`src/sv/rspn_pkg.sv`:
```
// Package for the rotated shape pick: table entry layout, field widths, fixed-point
// constants and the controller/datapath command and status structs. No dependencies.
package rspn_pkg;

  localparam int MAX_ENTRIES    = 64;
  localparam int TRIG_FRAC_BITS = 14;
  localparam int SLOT_W         = $clog2(MAX_ENTRIES);
  localparam int COUNT_W        = $clog2(MAX_ENTRIES + 1);

  localparam int POS_W   = 24;
  localparam int TRIG_W  = 16;
  localparam int INV_W   = 20;
  localparam int SHAPE_W = 2;
  localparam int DIST_W  = 51;

  // scaled offset: 8 + trig + 16 fraction bits, 1.0 is 2^ND_FRAC
  localparam int ND_FRAC = 8 + TRIG_FRAC_BITS + 16;
  localparam int ND_DROP = ND_FRAC - 30;

  localparam logic [1:0] SHAPE_BOX = 2'd1;
  localparam logic       MODE_WRITE = 1'b0;
  localparam logic       MODE_QUERY = 1'b1;

  typedef struct packed {
    logic [POS_W-1:0]   center_x;
    logic [POS_W-1:0]   center_z;
    logic [TRIG_W-1:0]  yaw_cos;
    logic [TRIG_W-1:0]  yaw_sin;
    logic [INV_W-1:0]   inv_half_x;
    logic [INV_W-1:0]   inv_half_z;
    logic [SHAPE_W-1:0] shape_kind;
  } entry_t;

  typedef struct packed {
    logic              write_en;
    logic [SLOT_W-1:0] write_slot;
    logic              load_point;
    logic              issue;
    logic [SLOT_W-1:0] issue_idx;
    logic              load_out;
  } cmd_t;

  typedef struct packed {
    logic pipe_busy;
  } status_t;

endpackage

```
`src/sv/rspn_ctrl.sv`:
```
// Controller for the rotated shape pick: input handshake, slot sequencing,
// drain wait and output valid. Uses rspn_pkg.
module rspn_ctrl (
  input  logic                  clk,
  input  logic                  rst,
  input  logic                  s_tvalid,
  output logic                  s_tready,
  input  logic                  mode,
  input  logic [5:0]            slot,
  output logic                  m_tvalid,
  input  logic                  m_tready,
  input  logic                  cfg_we,
  input  logic [6:0]            cfg_wdata,
  input  rspn_pkg::status_t     status,
  output rspn_pkg::cmd_t        cmd
);

  typedef enum logic [1:0] {IDLE, ISSUE, DRAIN, DONE} state_t;

  state_t                        state;
  logic [6:0]                    active_count;
  logic [rspn_pkg::COUNT_W-1:0]  count;
  logic [rspn_pkg::SLOT_W-1:0]   idx;
  logic                          out_valid;
  logic                          accept;
  logic [rspn_pkg::COUNT_W-1:0]  count_clamp;

  assign s_tready = (state == IDLE);
  assign accept   = s_tvalid & s_tready;
  assign m_tvalid = out_valid;

  always_comb begin
    if (active_count > 7'(rspn_pkg::MAX_ENTRIES)) begin
      count_clamp = rspn_pkg::COUNT_W'(rspn_pkg::MAX_ENTRIES);
    end else begin
      count_clamp = rspn_pkg::COUNT_W'(active_count);
    end
  end

  always_comb begin
    cmd.write_en   = accept && (mode == rspn_pkg::MODE_WRITE) &&
                     (int'(slot) < rspn_pkg::MAX_ENTRIES);
    cmd.write_slot = rspn_pkg::SLOT_W'(slot);
    cmd.load_point = accept && (mode == rspn_pkg::MODE_QUERY);
    cmd.issue      = (state == ISSUE);
    cmd.issue_idx  = idx;
    cmd.load_out   = (state == DONE) && (!out_valid || m_tready);
  end

  always_ff @(posedge clk) begin
    if (rst) begin
      state        <= IDLE;
      active_count <= '0;
      count        <= '0;
      idx          <= '0;
      out_valid    <= 1'b0;
    end else begin
      if (cfg_we) begin
        active_count <= cfg_wdata;
      end
      if (cmd.load_out) begin
        out_valid <= 1'b1;
      end else if (m_tready) begin
        out_valid <= 1'b0;
      end
      unique case (state)
        IDLE: begin
          if (cmd.load_point) begin
            count <= count_clamp;
            idx   <= '0;
            state <= (count_clamp == '0) ? DRAIN : ISSUE;
          end
        end
        ISSUE: begin
          idx <= idx + 1'b1;
          if (rspn_pkg::COUNT_W'(idx) == count - 1'b1) begin
            state <= DRAIN;
          end
        end
        DRAIN: begin
          if (!status.pipe_busy) begin
            state <= DONE;
          end
        end
        DONE: begin
          if (cmd.load_out) begin
            state <= IDLE;
          end
        end
        default: state <= IDLE;
      endcase
    end
  end

endmodule

```
`config.mk`:
```
export PLATFORM = sky130hd
export DESIGN_NAME = rspn_ctrl
export DESIGN_NICKNAME = d
export VERILOG_FILES = /design/src/sv/rspn_pkg.sv /design/src/sv/rspn_ctrl.sv
export SDC_FILE = /design/constraint.sdc
export NUM_CORES = 1
export LEC_CHECK = 0
export BUFFER_PORTS_ARGS = -buffer_cell sky130_fd_sc_hd__buf_2
export CAP_MARGIN = 10
export CORE_MARGIN = 2
export CORE_UTILIZATION = 48
export CTS_BUF_LIST = sky130_fd_sc_hd__clkbuf_8
export CTS_CLUSTER_SIZE = 25
export DETAILED_ROUTE_END_ITERATION = 8
export HOLD_SLACK_MARGIN = 0.12
export PLACE_DENSITY = 0.84
export SETUP_SLACK_MARGIN = 0.02
export SYNTH_ARGS = -nofsm -noshare
export SYNTH_HDL_FRONTEND = slang
export SYNTH_SLANG_ARGS = --single-unit
```
`constraint.sdc`:
```
create_clock -name clk -period 2 [get_ports clk]
set_input_delay 0.3 -clock clk [delete_from_list [all_inputs] [get_ports clk]]
set_output_delay 0.3 -clock clk [all_outputs]
set_load 0.01 [all_outputs]
```
==> metrics.md, run 1 <==
| Metric | Value |
|---|---|
| Clock Sinks | 23 |
| Layout cells sized above 1 | 25.3% |
| Area growth, synth to finish | 16.5% |
| Die X | 55.8 um |
| Total grt overflow | 0 |
| Register area share after synthesis | 35.8% |
| Total die area | 3110 um^2 |
| Proportion of synthesized area in mux cells | 7.97% |
| Synth Area in Compound Gates | 12.8% |
| Pwr Density | 850 nW/um^2 |
| Worst-path cell chain | inv_2, ha_4, nand2b_4, o211ai_1, a31oi_1, o41ai_2, o311ai_2, mux2_1 |
| Main combinational cell family by area after synthesis | simple AND/OR/NAND/NOR gates |
| Global-route wire length before repair | 4.81 mm |
| Worst Path Required | 2.15 ns |
| Final net count | 205 |
| Synth Instances | 155 |
| CTS max path bufs | 2 |
| Slew HR | 72.6% |
| Vias/cell | 5.61 |
| Clk Latency, worst-skew pair | 0.27 ns |
| Yosys cell types | 33 |
| Slew Viols, Final | 0 |
| Root buffer cell | clkbuf_8 |
| Worst ir drop on vdd | 0.817 mV |
| Total power | 1.28 mW |
| Final Hold Viols | 0 |
| Internal power | 826 uW |
| Yosys warning total | 0 |
| Outcome | completed |
| Adder-cell share of the synthesized area | 5.83% |
| Commonest cells in the netlist | nor2_1 (29), dfxtp_1 (23), a21oi_1 (12) |
| Synth area leader | dfxtp_1 |
| CTS tree | built |
| Top-area cell type share of the netlist area | 35.8% |
| Dominant synthesized flop cell | dfxtp_1 |
| Setup TNS | 0 ns |
| Top area cells in the synthesized netlist | dfxtp_1 (36%), nor2_1 (8.5%), mux2i_1 (6.2%) |
| DRT antenna net count | 0 |
| DPL Wire Length | 2.13 mm |
| Period minus WS final | 1.89 ns |
| H-tree level count | 1 |
| Tcrit/Tclk final | 94.7% |
| Starting Density | 51.5% |
| Most frequent cell after synthesis | nor2_1 |
| Setup Skew | 0.00396 ns |
| Slowest cell on crit path | dfxtp_2 |
| Syn_nets | 181 |
| P_leak | 0.674 nW |
| Vias in the first global route | 1136 |
| Syn Area/Cell | 8.31 um^2 |
| # rows | 18 |
| 1st-pass router iterations | 4 |
| Die Ht | 55.8 um |
| Ys async rst share | 0% |
| Setup repair bufs after CTS | 0 |
| IO Count | 38 |
| Core Footprint | 2500 um^2 |
| Combinational share of power | 35.7% |
| Synth Area in Simple Gates | 24.5% |
| Largest stage delay, worst path | 0.35 ns |
| Initial antenna violation count | 0 |
| Final setup violating endpoints | 0 |
| Post-Synth XOR/XNOR Area | 6.12% |
| N_diodes | 0 |
| Worst min-delay path class | in -> reg |
| RePlAce Congestion | 0.886 |
| Worst-Margin Slew | 0.410 ns |
| Util after Layout | 60.0% |
| Routed WL per cell | 13.4 um |
| # DRC | 0 |
| Met3 Use GR | 5.35% |
| Largest net degree at the start of global routing | 24 |
| Layer with the highest usage | met2 |
| Clock transition at path regs | 0.08 ns |
| Critical-path maximum fanout | 7 |
| Port Buffers | 25 |
| Sequential Power Share | 41.2% |
| EDFF count, synth | 0 |
| Clk pwr share | 23.1% |
| Maxcap violations | 0 |
| GR Util met1 | 20.8% |
| Vias | 1167 |
| 1st-iter DRT viols | 33 |
| Final wirelength | 2.78 mm |
| Critical Path Start Type | register |
| Sw Share | 35.2% |
| GRT Total Usage | 19.0% |
| Critical Path AT | 2.05 ns |
| CTS buffer count | 3 |
| Met2 Use GR | 34.9% |
| Fmax | 0.528 GHz |
| Critical path endpoint category | register |
| Area of the mapped netlist | 1290 um^2 |
| RSZ-0062 raised after global routing | true |
| Switch Pwr | 449 uW |
| Flops & latches, synth | 23 |
| Setup CP Type | reg -> reg |
[worst paths after layout]
kind / from / to / slack, ns / cells past startpoint
max: count[1] / state[0] / 0.11 / 8
min: cfg_wdata[3] / active_count[3] / 0.27 / 3
max reg2reg: count[1] / state[0] / 0.11 / 8
min reg2reg: active_count[1] / active_count[1] / 0.52 / 2
[flip-flops by register name, summed over array words and instances (netlist names)]
register      count
active_count      7
count             7
idx               6
m_tvalid          1
state             2
[stage by stage]
| stage | instances | setup WS, ns | hold WS (ns) | area (um^2) |
|---|---|---|---|---|
| final | 208 | 0.106 | 0.267 | 1500 |
| after global routing | 208 | -0.0629 | 0.299 | 1500 |
| after CTS | 208 | 0.0395 | 0.265 | 1480 |
| after detailed placement | 204 | -0.0624 | 0.511 | 1430 |
| after global placement | 204 | 0.0678 | 0.496 | 1430 |
| after floorplan | 155 | 0.0444 | 0.447 | 1290 |
[critical path: cells and delay by family, from the launching register on]
family,cells,cell delay [ns]
compound gates,4,0.73
flops,1,0.35
fa+ha+maj,1,0.17
simple gates,1,0.14
mux,1,0.34
buf+inv,1,0.05
[timing repair]
| item | CTS | global route |
|---|---|---|
| resized for setup | 0 | 8 |
| endpoints found under the setup margin | 2 | 4 |
| pin swaps | 2 | 4 |
| hold buffers | 0 | 0 |
[layer usage]
metal  vias to the layer above  routed length [um]
li1                        571                   -
met1                       545                1190
met2                        45                1360
met3                         6                 198
met4                         0                  28
met5                         -                   0
[layout by cell type (no fill, tap or decap), drive strengths merged, types with 2 or more instances in the layout]
| cell type | netlist | layout |
|---|---|---|
| dfxtp | 23 | 23 |
| nor2b | 2 | 2 |
| mux2 | 2 | 2 |
| nand4 | 2 | 2 |
| nand2 | 11 | 11 |
| xor2 | 3 | 3 |
| xnor2 | 6 | 6 |
| nor2 | 29 | 29 |
| nand2b | 2 | 2 |
| inv | 7 | 7 |
| clkbuf | 5 | 3 |
| buf | 6 | 30 |
| mux2i | 8 | 8 |
| nor3 | 4 | 4 |
| o21ai | 5 | 5 |
| ha | 6 | 6 |
| a21oi | 12 | 12 |
| nor3b | 7 | 7 |
| nor4 | 2 | 2 |
[power by group through the flow]
stage / Sequential (mW) / Combinational [mW] / Clock, mW
global route: 0.530 / 0.511 / 0.321
floorplan: 0.527 / 0.325 / 0
detailed placement: 0.535 / 0.446 / 0
global placement: 0.531 / 0.424 / 0
CTS: 0.524 / 0.448 / 0.301
finish: 0.525 / 0.455 / 0.295
[area by class of cell]
class,count,area [um^2]
inverter,7,26.3
clock inverter,1,7.51
sequential,23,463
clock buffer,3,41.3
timing repair buffer,30,163
multi-input combinational,114,762
tap,30,37.5
fill,230,1000
[kinds of logic after synthesis]
logic type      after synthesis
simple gates                 64
mux                          10
xor+xnor                      9
compound gates               25
buf+inv                      18
flops                        23
fa+ha+maj                     6
(Power assumes the default switching activity.)
==> run 2, diff against run 1 <==
- ABC_AREA: not set -> 1
- HOLD_SLACK_MARGIN: 0.12 -> not set
==> run 2 against run 1 <==
- sequential share of layout area up 0.35 points
- worst hold slack worse by 0.0096 ns
- critical path depth rose by 1
- critical path type unchanged
- largest cell class unchanged
==> metrics.md, run 2 <==
| Metric | Value |
|---|---|
| Pre-CTS WS | 0.153 ns |
| Critical path endpoint category | register |
| Vias in the first global route | 1139 |
| Most frequent cell after synthesis | nand2_1 |
| Slowest cell on crit path | dfxtp_1 |
| Critical Path Start Type | register |
| Final net count | 246 |
| RePlAce Congestion | 0.887 |
| DPL Wire Length | 2.12 mm |
| Vias/cell | 5.01 |
| Ys async rst share | 0% |
| Top Family by Delay on Critical Path | simple AND/OR/NAND/NOR gates |
| Yosys cell types | 24 |
| Synth area leader | dfxtp_1 |
| CTS max path bufs | 2 |
| Routed WL per cell | 10.8 um |
| RR Endpoint | idx[5] |
| Largest regs | active_count (7), count (7), idx (6) |
| # rows | 19 |
| Fill cells | 274 |
| Die X | 56.5 um |
| CTS tree | built |
| Maxcap violations | 0 |
| Reg2Reg Setup Slack | 0.24 ns |
| Core Footprint | 2690 um^2 |
| Clock transition at path regs | 0.08 ns |
| P_leak | 0.728 nW |
| Fmax | 0.567 GHz |
| DRT antenna net count | 0 |
| Setup CP Type | reg -> reg |
| Largest net degree at the start of global routing | 18 |
| Clock Sinks | 23 |
| Largest stage delay, worst path | 0.34 ns |
| Register area share after synthesis | 34.8% |
| Port Buffers | 25 |
| Yosys warning total | 0 |
| Area of the mapped netlist | 1320 um^2 |
| 1st-pass router iterations | 4 |
| Setup crit start | state[0] |
| Worst-Margin Slew | 0.487 ns |
| Final Hold Viols | 0 |
| H-tree level count | 1 |
| Setup repair bufs after CTS | 0 |
| Critical-path maximum fanout | 17 |
| GRT Total Usage | 18.4% |
| Setup TNS | 0 ns |
| Total grt overflow | 0 |
| Area growth, synth to finish | 11.6% |
| Commonest non-fill, non-tap cells in the layout | nand2_1 (46), nor2_1 (32), inv_1 (29) |
| Cell count of the worst reg-to-reg path | 9 |
| Stages on the worst setup path | 9 |
| Final setup violating endpoints | 0 |
| Layout cells sized above 1 | 16.4% |
| Pwr Density | 1010 nW/um^2 |
| CTS buffer count | 3 |
| Hold_ws | 0.257 ns |
| Setup Skew | 0.00393 ns |
| Worst-path cell chain | inv_1, ha_2, nand3_4, o21ai_2, nand2_1, nor2_1, nand2_1, nor2_1, nor3b_2 |
| 1st-iter DRT viols | 24 |
| Most common cell after layout, fill and taps aside | nand2_1 |
| Outcome | completed |
| Final WS setup | 0.237 ns |
| Global-route wire length before repair | 4.70 mm |
| Vias | 1252 |
| Period minus WS final | 1.76 ns |
| Slew HR | 67.2% |
| Die Ht | 56.5 um |
| RSZ-0062 raised after global routing | false |
| Top-area cell type share of the netlist area | 34.8% |
| Critical Path AT | 1.90 ns |
| Syn_nets | 225 |
| Top area cells in the synthesized netlist | dfxtp_1 (35%), nand2_1 (13%), nor2_1 (9.1%) |
| Worst ir drop on vdd | 0.811 mV |
| N_diodes | 0 |
| Syn Area/Cell | 6.64 um^2 |
| IO Count | 38 |
| Synth Instances | 199 |
| EDFF count, synth | 0 |
| Total die area | 3190 um^2 |
| # DRC | 0 |
| Flops & latches, synth | 23 |
| Reg2reg start | state[0] |
| Dominant synthesized flop cell | dfxtp_1 |
| Slew Viols, Final | 0 |
| Initial antenna violation count | 0 |
| Clk Latency, worst-skew pair | 0.26 ns |
| Tcrit/Tclk final | 88.2% |
| FF+latch area | 460 um^2 |
| Commonest cells in the netlist | nand2_1 (46), nor2_1 (32), inv_1 (28) |
| Worst min-delay path class | in -> reg |
| Setup crit end | idx[5] |
| Multi-input logic area | 697 um^2 |
| Root buffer cell | clkbuf_8 |
| WP buf/inv | 1 |
| Starting Density | 49.2% |
| Worst Path Required | 2.14 ns |
| Final wirelength | 2.69 mm |
## run 2: where the power goes
part | total (mW) | internal [mW] | switching (mW)
registers | 0.568 | 0.518 | 0.0503
logic | 0.644 | 0.238 | 0.406
clock network | 0.281 | 0.137 | 0.144
total | 1.49 | 0.892 | 0.600
## run 2: how the worst min path moves through the flow
stage / from / to / slack (ns) / depth (start not counted)
after global placement: active_count[3] / active_count[3] / 0.47 / 2
after CTS: cfg_wdata[2] / active_count[2] / 0.26 / 3
after floorplan: cfg_wdata[1] / active_count[1] / 0.43 / 2
final: cfg_wdata[2] / active_count[2] / 0.26 / 3
after global routing: cfg_wdata[2] / active_count[2] / 0.27 / 3
after detailed placement: active_count[3] / active_count[3] / 0.47 / 2
## run 2: final cells by class
class                      instances  share of cell area [%]
multi-input combinational        138                    47.2
clock inverter                     1                   0.254
tap                               31                    2.63
inverter                          29                    7.38
clock buffer                       3                    2.80
sequential                        23                    31.2
timing repair buffer              25                    8.48
## run 2: metal layers
| metal | track usage [%] | part of all wire (%) | up-vias |
|---|---|---|---|
| met5 | 0 | 0 | - |
| met1 | 24.0 | 47 | 548 |
| met3 | 2.30 | 5.8 | 4 |
| met4 | 8.16 | 1.3 | 0 |
| li1 | - | - | 666 |
| met2 | 30.2 | 46 | 34 |
## run 2: worst reg2reg max path, stage by stage (launching register included)
cell,delay [ns]
dfxtp_1,0.34
inv_1,0.10
ha_2,0.28
nand3_4,0.20
o21ai_2,0.19
nand2_1,0.09
nor2_1,0.16
nand2_1,0.09
nor2_1,0.14
nor3b_2,0.06
## run 2: metrics by stage
step           util [%]  std cells  total power [mW]  area [um^2]
2_1_floorplan         -        199              1.06         1320
3_3_place_gp       53.1        246              1.20         1430
3_5_place_dp       53.1        246              1.21         1430
4_1_cts            54.8        250              1.49         1470
5_1_grt            54.9        250              1.63         1480
6_report           54.9        250              1.49         1480
## run 2: kinds of logic (layout without fill, tap and decap cells)
| family | Yosys count | in the layout | synth area share (%) |
|---|---|---|---|
| compound gates | 36 | 36 | 16.0 |
| buf+inv | 38 | 58 | 12.6 |
| simple gates | 96 | 96 | 30.9 |
| flops | 23 | 23 | 34.8 |
| fa+ha+maj | 6 | 6 | 5.68 |
## run 2: repair_timing
action,CTS,global route
setup endpoints to repair,0,1
gates resized for setup,0,1
hold buffers,0,0
==> run 3, diff against run 2 <==
- PLACE_DENSITY: 0.84 -> not set
- PLACE_DENSITY_LB_ADDON: not set -> 0.15
==> run 3 against run 2 <==
- fmax rose by 2.5%
- critical endpoint is now cmd[8]
- non-clock buffer count did not move
- core utilization rose by 0.14 points
- cell count did not move
- first-iteration DRC count fell by 33%
- sequential share of layout area fell by 0.079 points
- largest power group unchanged
- sequential cell count did not move
- combinational power barely moved
==> metrics.md, run 3 (synthesized netlist as in run 2, its figures left out) <==
| Metric | Value |
|---|---|
| Pwr Density | 1020 nW/um^2 |
| RSZ-0062 raised after global routing | false |
| Port Buffers | 25 |
| CTS max path bufs | 2 |
| Worst-Margin Slew | 0.383 ns |
| RePlAce Congestion | 0.845 |
| Vias in the first global route | 1120 |
| Worst ir drop on vdd | 0.868 mV |
| Total power | 1.51 mW |
| Initial antenna violation count | 0 |
| Final net count | 246 |
| GRT Total Usage | 18.9% |
| Setup CP Type | reg -> out |
| Largest regs | active_count (7), count (7), idx (6) |
| Critical Path Start Type | register |
| 1st-pass router iterations | 4 |
| Die Ht | 56.5 um |
| Critical Path AT | 1.42 ns |
| Most common cell after layout, fill and taps aside | nand2_1 |
| DRT antenna net count | 0 |
| N_diodes | 0 |
| P_leak | 0.723 nW |
| DPL Wire Length | 2.25 mm |
| Routed WL per cell | 11.2 um |
| H-tree level count | 1 |
| Core Footprint | 2690 um^2 |
| DP Area | 1430 um^2 |
| Multi-input logic area | 697 um^2 |
| Final Hold Viols | 0 |
| Pre-CTS WS | 0.167 ns |
| Fmax | 0.581 GHz |
| CTS resizes | 0 |
| Clock transition at path regs | 0.09 ns |
| Tcrit/Tclk final | 86.0% |
| Final WS setup | 0.279 ns |
| Layout cells sized above 1 | 16.9% |
| Maxcap violations | 0 |
| 1st-iter DRT viols | 16 |
| CTS tree | built |
| Setup Skew | 0.00656 ns |
| Critical path endpoint category | output port |
| IO Count | 38 |
| Fill cells | 284 |
| Slew Viols, Final | 0 |
| Fin cells | 250 |
| Final setup violating endpoints | 0 |
| FF+latch area | 460 um^2 |
| CTS Hold Buffers Added | 0 |
| Clock Sinks | 23 |
| Vias/cell | 5.12 |
| Critical-path maximum fanout | 17 |
| Commonest non-fill, non-tap cells in the layout | nand2_1 (46), nor2_1 (32), inv_1 (28) |
| Total grt overflow | 0 |
| # DRC | 0 |
| Die X | 56.5 um |
| Worst Path Required | 1.70 ns |
| Worst min-delay path class | in -> reg |
| Clk Latency, worst-skew pair | 0.27 ns |
| Area growth, synth to finish | 11.9% |
| # rows | 19 |
| Root buffer cell | clkbuf_8 |
| CTS buffer count | 3 |
| Setup repair bufs after CTS | 0 |
| Outcome | completed |
| Total die area | 3190 um^2 |
| Starting Density | 49.2% |
| Slew HR | 74.3% |
| Cell area after layout | 1480 um^2 |
| Global-route wire length before repair | 4.69 mm |
| Final wirelength | 2.80 mm |
| Placed Cells | 246 |
| Largest net degree at the start of global routing | 18 |
| Vias | 1281 |
| Setup TNS | 0 ns |
| Period minus WS final | 1.72 ns |
-- run 3: changes by cell type in the layout (fill, tap and decap cells not counted) --
| cell | delta |
|---|---|
| o21ai_0 | -1 |
| o21ai_1 | +1 |
| clkinvlp_4 | +1 |
| inv_1 | -1 |
-- run 3: routing by layer --
layer	vias up	global-route usage (%)	wire (um)
met1	586	22.7	1370
met3	6	3.46	97
met2	23	31.9	1280
met5	-	0	0
met4	0	9.52	55
li1	666	-	-
-- run 3: path summary, 6_finish.rpt --
path	end	slack, ns	startpoint	depth (start not counted)
hold / removal	active_count[2]	0.24	cfg_wdata[2]	3
setup reg to reg	idx[5]	0.29	state[0]	9
hold reg to reg	count[6]	0.49	count[6]	2
setup / recovery	cmd[8]	0.28	state[0]	5
-- run 3: where the power goes --
part,internal (mW),switching (mW)
clock,0.141,0.160
combinational,0.236,0.406
sequential,0.518,0.0487
-- run 3: worst max-delay path, cell delays in order (launching register included) --
cell and delay (ns):
dfxtp_1 0.34, inv_1 0.10, ha_2 0.27, nand3_4 0.19
inv_1 0.13, buf_2 0.13
-- run 3: final cells by class --
| class | count | share of cell area (%) |
|---|---|---|
| multi-input combinational | 138 | 47.1 |
| sequential | 23 | 31.1 |
| timing repair buffer | 25 | 8.46 |
| inverter | 29 | 7.36 |
| clock buffer | 3 | 2.79 |
| tap | 31 | 2.62 |
| clock inverter | 1 | 0.508 |
-- run 3: through the flow --
stage / hold WS, ns / utilization, %
2_1_floorplan: 0.435 / -
3_3_place_gp: 0.464 / 53.1
3_5_place_dp: 0.471 / 53.1
4_1_cts: 0.245 / 55.0
5_1_grt: 0.258 / 55.1
6_report: 0.241 / 55.1
